<file path="src/design/assert_macros.svh">
// Assertion macros shared by the remap compactor modules
`ifndef ASSERT_MACROS_SVH
`define ASSERT_MACROS_SVH

// Property that must hold at every clock edge outside of reset
`define ASSERT_ALWAYS(label, prop, msg) \
  label: assert property (@(posedge clk) disable iff (rst) (prop)) else $error(msg);

// Implication checked at every clock edge outside of reset
`define ASSERT_IMPLY(label, ante, cons, msg) \
  label: assert property (@(posedge clk) disable iff (rst) (ante) |-> (cons)) else $error(msg);

`endif

</file>
<file path="src/design/cvrc_pkg.sv">
// Shared types and constants for the chunk vertex remap compactor
package cvrc_pkg;

  // Remap table depth and address width
  localparam int VERTEX_SLOTS = 65536;
  localparam int ADDR_W       = $clog2(VERTEX_SLOTS);

  // Field widths
  localparam int SRC_W   = 16;
  localparam int LOCAL_W = 16;
  localparam int CNT_W   = 17;

  // Generation tag; tag zero marks an empty entry and is never current
  localparam int EPOCH_W = 8;
  localparam logic [EPOCH_W-1:0] EPOCH_EMPTY = '0;
  localparam logic [EPOCH_W-1:0] EPOCH_FIRST = EPOCH_W'(1);
  localparam logic [EPOCH_W-1:0] EPOCH_LAST  = '1;

  // Input item kinds
  localparam logic KIND_CORNER = 1'b0;
  localparam logic KIND_END    = 1'b1;

  // One remap table entry
  typedef struct packed {
    logic [EPOCH_W-1:0] epoch;
    logic [LOCAL_W-1:0] local_idx;
  } entry_t;

  localparam int ENTRY_W = $bits(entry_t);

  // Status from the generation/clear controller to the datapath
  typedef struct packed {
    logic               busy;        // clearing pass running
    logic               last_epoch;  // next end of chunk starts a clearing pass
    logic [EPOCH_W-1:0] epoch;
    logic [ADDR_W-1:0]  sweep_addr;
  } gen_status_t;

endpackage

</file>
<file path="src/design/cvrc_gen.sv">
// Generation tag counter and clearing-pass sequencer for the remap table
module cvrc_gen (
  input  logic                 clk,
  input  logic                 rst,
  input  logic                 chunk_end,
  output cvrc_pkg::gen_status_t status
);
  import cvrc_pkg::*;

  `include "assert_macros.svh"

  logic [EPOCH_W-1:0] epoch;
  logic               busy;
  logic [ADDR_W-1:0]  sweep_addr;

  // Tag advances per chunk; a wrap restarts the clearing pass
  always_ff @(posedge clk) begin
    if (rst) begin
      epoch      <= EPOCH_FIRST;
      busy       <= 1'b1;
      sweep_addr <= '0;
    end else if (busy) begin
      sweep_addr <= sweep_addr + 1'b1;
      if (sweep_addr == ADDR_W'(VERTEX_SLOTS - 1)) begin
        busy <= 1'b0;
      end
    end else if (chunk_end) begin
      if (epoch == EPOCH_LAST) begin
        epoch      <= EPOCH_FIRST;
        busy       <= 1'b1;
        sweep_addr <= '0;
      end else begin
        epoch <= epoch + 1'b1;
      end
    end
  end

  always_comb begin
    status.busy       = busy;
    status.last_epoch = (epoch == EPOCH_LAST);
    status.epoch      = epoch;
    status.sweep_addr = sweep_addr;
  end

  `ASSERT_ALWAYS(a_epoch_live, epoch != EPOCH_EMPTY, "current tag is the empty tag")
  `ASSERT_IMPLY(a_sweep_step, !$past(rst) && busy && $past(busy), sweep_addr == ADDR_W'($past(sweep_addr) + 1'b1), "clearing pass skipped an entry")
  `ASSERT_IMPLY(a_no_end_in_sweep, busy, !chunk_end, "end of chunk during clearing pass")

endmodule
</file>
<file path="config.mk">
export PLATFORM = sky130hd
export DESIGN_NAME = cvrc_gen
export DESIGN_NICKNAME = d
export VERILOG_FILES = /design/src/design/cvrc_pkg.sv /design/src/design/cvrc_gen.sv
export VERILOG_INCLUDE_DIRS = /design/src /design/src/design
export SDC_FILE = /design/constraint.sdc
export NUM_CORES = 1
export LEC_CHECK = 0
export BUFFER_PORTS_ARGS = -buffer_cell sky130_fd_sc_hd__buf_2
export CORE_ASPECT_RATIO = 1.25
export CORE_MARGIN = 2
export CORE_UTILIZATION = 55
export DETAILED_ROUTE_END_ITERATION = 8
export GPL_TIMING_DRIVEN = 0
export PLACE_DENSITY = 0.82
export RECOVER_POWER = 100
export SETUP_SLACK_MARGIN = 0.3
export SLEW_MARGIN = 20
export SYNTH_ARGS = -nofsm -noshare
export SYNTH_HDL_FRONTEND = slang
export SYNTH_SLANG_ARGS = --single-unit
</file>
<file path="constraint.sdc">
create_clock -name clk -period 3.3 [get_ports clk]
set_input_delay 0.66 -clock clk [delete_from_list [all_inputs] [get_ports clk]]
set_output_delay 0.66 -clock clk [all_outputs]
set_load 0.02 [all_outputs]
</file>
==> results.cfg <==
[clocking]
hold_buffers = 0
clk_pin_slew_worst_paths_ns = 0.13
clk_path_buf_depth = 2
clock_sinks = 25
cts-root-buf = clkbuf_4
insertion_delay_ns = 0.32
cts_buffers = 3
htree_levels = 1
cts_tree = done
cts_resized = 0
post_cts_buffers = 0

[power_and_ir_drop]
switching_share_pct = 24.2
ir_worst_vdd_mv = 0.218
p_clk_share_pct = 29.2
p_seq_share_pct = 65.2
p_int_mw = 0.359
p_total_mw = 0.473
netSwitchingPower_mw = 0.115
powerDensity_nw_per_um2 = 362
power.leakage_nw = 0.470
p_comb_share_pct = 5.6

[yosys]
synth_ff_type = dfxtp_1
ys_warn_count = 0
synth_seq_cells = 25
synth.area.top_cells = dfxtp_1 43%, xor2_1 7.5%, nand3_1 4.3%
synth_cells = 131
synth_top_area_share_pct = 43.0
synth_edf_count = 0
synth_nets = 136
avgSynthCellArea_sq_um = 8.89
async_flop_share_pct = 0
yosysTopAreaCell = dfxtp_1
ys_seq_area_share_pct = 43.0
ys_types = 34
synth.cell_area_sq_um = 1160

[global_routing]
antenna_found_initial = 0
grt_remaining_overflow = 0
grt_pass1_wl_um = 4190
grt_pass1_vias = 941
track_usage_pct = 21.7
grt_max_degree = 15

[placed_design]
placed_cells = 178
gp_congestion = 0.806
dp_hpwl_um = 1900
portBuffers = 27

[detailed_routing]
wl_um = 2590
drtAntennaViolNets = 0
via_per_inst = 6.04
firstDrtPassIters = 6
drc = 0
vias = 1099
first_iter_violations = 24
wl_per_cell_um = 14.2

[sta]
setup_viol = 0
rsz0062_at_grt = no
drv_slew = 0
relSlewSlack_pct = 50.0
skew_ns = 0.00729
finalCriticalPeriod_ns = 2.29
worst_pin_slew_ns = 0.746
hold_viol = 0
fin_crit_sh_pct = 69.3
tns_ns = 0
max_freq_mhz = 437

[layout]
final_cell_mix = 29 x clkbuf_1, 25 x dfxtp_1, 13 x nand2_1, 13 x nor2_1
num_antenna_cells = 0
final_common_cell = clkbuf_1
area_growth_pct = 12.2
design.final.nets = 168
layout.cells.non_filler = 182
layout-drive-gt1-share_pct = 6.17

[status]
outcome = finished, final reports clean

[setup_path]
cp-end-kind = output pin
critPathLaunchType = flip-flop
arrival_ns = 1.63
required_ns = 2.64
path_class = reg2out
critPathMaxFanout = 5

[floorplanning]
die_w_um = 45.2
dieArea_sq_um = 2500
core_sq_um = 1980
initial_core_util_pct = 58.8
ios = 29
chipHeight_um = 55.5
rows = 18

[worst_hold_path]
hp-class = reg2reg

[run]
max_cap_violations = 0
[Yosys cell counts, types with 2 or more instances]
cell / instances
buf_4: 2
o21ai_1: 5
nand2_1: 13
o211ai_1: 2
nor2b_1: 2
nand4_1: 7
nor2_1: 13
and3_1: 5
o41ai_1: 3
mux2i_1: 2
buf_2: 2
ha_1: 2
clkbuf_1: 2
a31oi_1: 2
xor2_1: 10
o31ai_1: 4
a21oi_1: 2
and2_1: 2
dfxtp_1: 25
nand3_1: 10
and4_1: 3
[power groups by stage]
stage | clock [mW] | sequential, mW | combinational (mW)
detailed placement | 0 | 0.315 | 0.0279
CTS | 0.138 | 0.308 | 0.0280
global placement | 0 | 0.315 | 0.0273
floorplan | 0 | 0.318 | 0.0154
global route | 0.155 | 0.309 | 0.0295
finish | 0.138 | 0.308 | 0.0266
[state kept, by name (all words and copies together) (netlist names)]
| name | cells |
|---|---|
| busy | 1 |
| epoch | 8 |
| sweep_addr | 16 |
[final timing paths]
check,startpoint,endpoint,slack (ns),cells past startpoint
worst max-delay path,epoch[0]$_SDFFE_PP1P_,status[24],1.01,4
worst min-delay path,sweep_addr[12]$_SDFFE_PP0P_,sweep_addr[12]$_SDFFE_PP0P_,0.51,2
worst max register to register,busy$_SDFF_PP1_,sweep_addr[12]$_SDFFE_PP0P_,1.42,5
worst min register to register,sweep_addr[12]$_SDFFE_PP0P_,sweep_addr[12]$_SDFFE_PP0P_,0.51,2
[logic make-up (layout without fill, tap and decap cells)]
logic type / after synthesis / in the layout / share of synthesized area [%]
and+or+nand+nor: 59 / 59 / 26.4
AOI/OAI and AO/OA: 25 / 25 / 15.8
DFF: 25 / 25 / 43.0
xor gates and xnor gates: 10 / 10 / 7.52
buffers and inverters: 8 / 39 / 3.44
adders and majority gates: 2 / 2 / 2.15
muxes: 2 / 2 / 1.72
[worst max-delay path: stages (launching register included)]
cell and delay (ns):
dfxtp_1 0.41, ha_1 0.22, and3_1 0.23, and2_0 0.21
clkbuf_1 0.25
[per-stage QoR]
stage / hold WS, ns / util [%] / setup WS, ns / area (sq um)
after floorplan: 0.538 / - / 1.45 / 1160
after global placement: 0.461 / 66.9 / 1.46 / 1330
after detailed placement: 0.483 / 66.9 / 1.43 / 1330
after CTS: 0.509 / 68.2 / 1.08 / 1350
after global routing: 0.531 / 66.0 / 0.909 / 1310
final: 0.509 / 66.0 / 1.01 / 1310
[final cells by class]
class	instances	area, sq um
Tap cell	20	25.0
Clock buffer	3	22.5
Fill cell	194	674
Sequential cell	25	500
Inverter	1	3.75
Buffer	7	35.0
Multi-Input combinational cell	98	612
Timing Repair Buffer	27	104
Clock inverter	1	5.00
[layer usage]
metal	GRT usage [%]	up-vias	part of all wire [%]
met4	5.46	0	0.15
met3	4.25	2	4.1
met2	34.1	32	50
met5	0	-	0
met1	30.0	522	46
li1	-	543	-
Note: power is estimated with default switching activity, not from simulation.
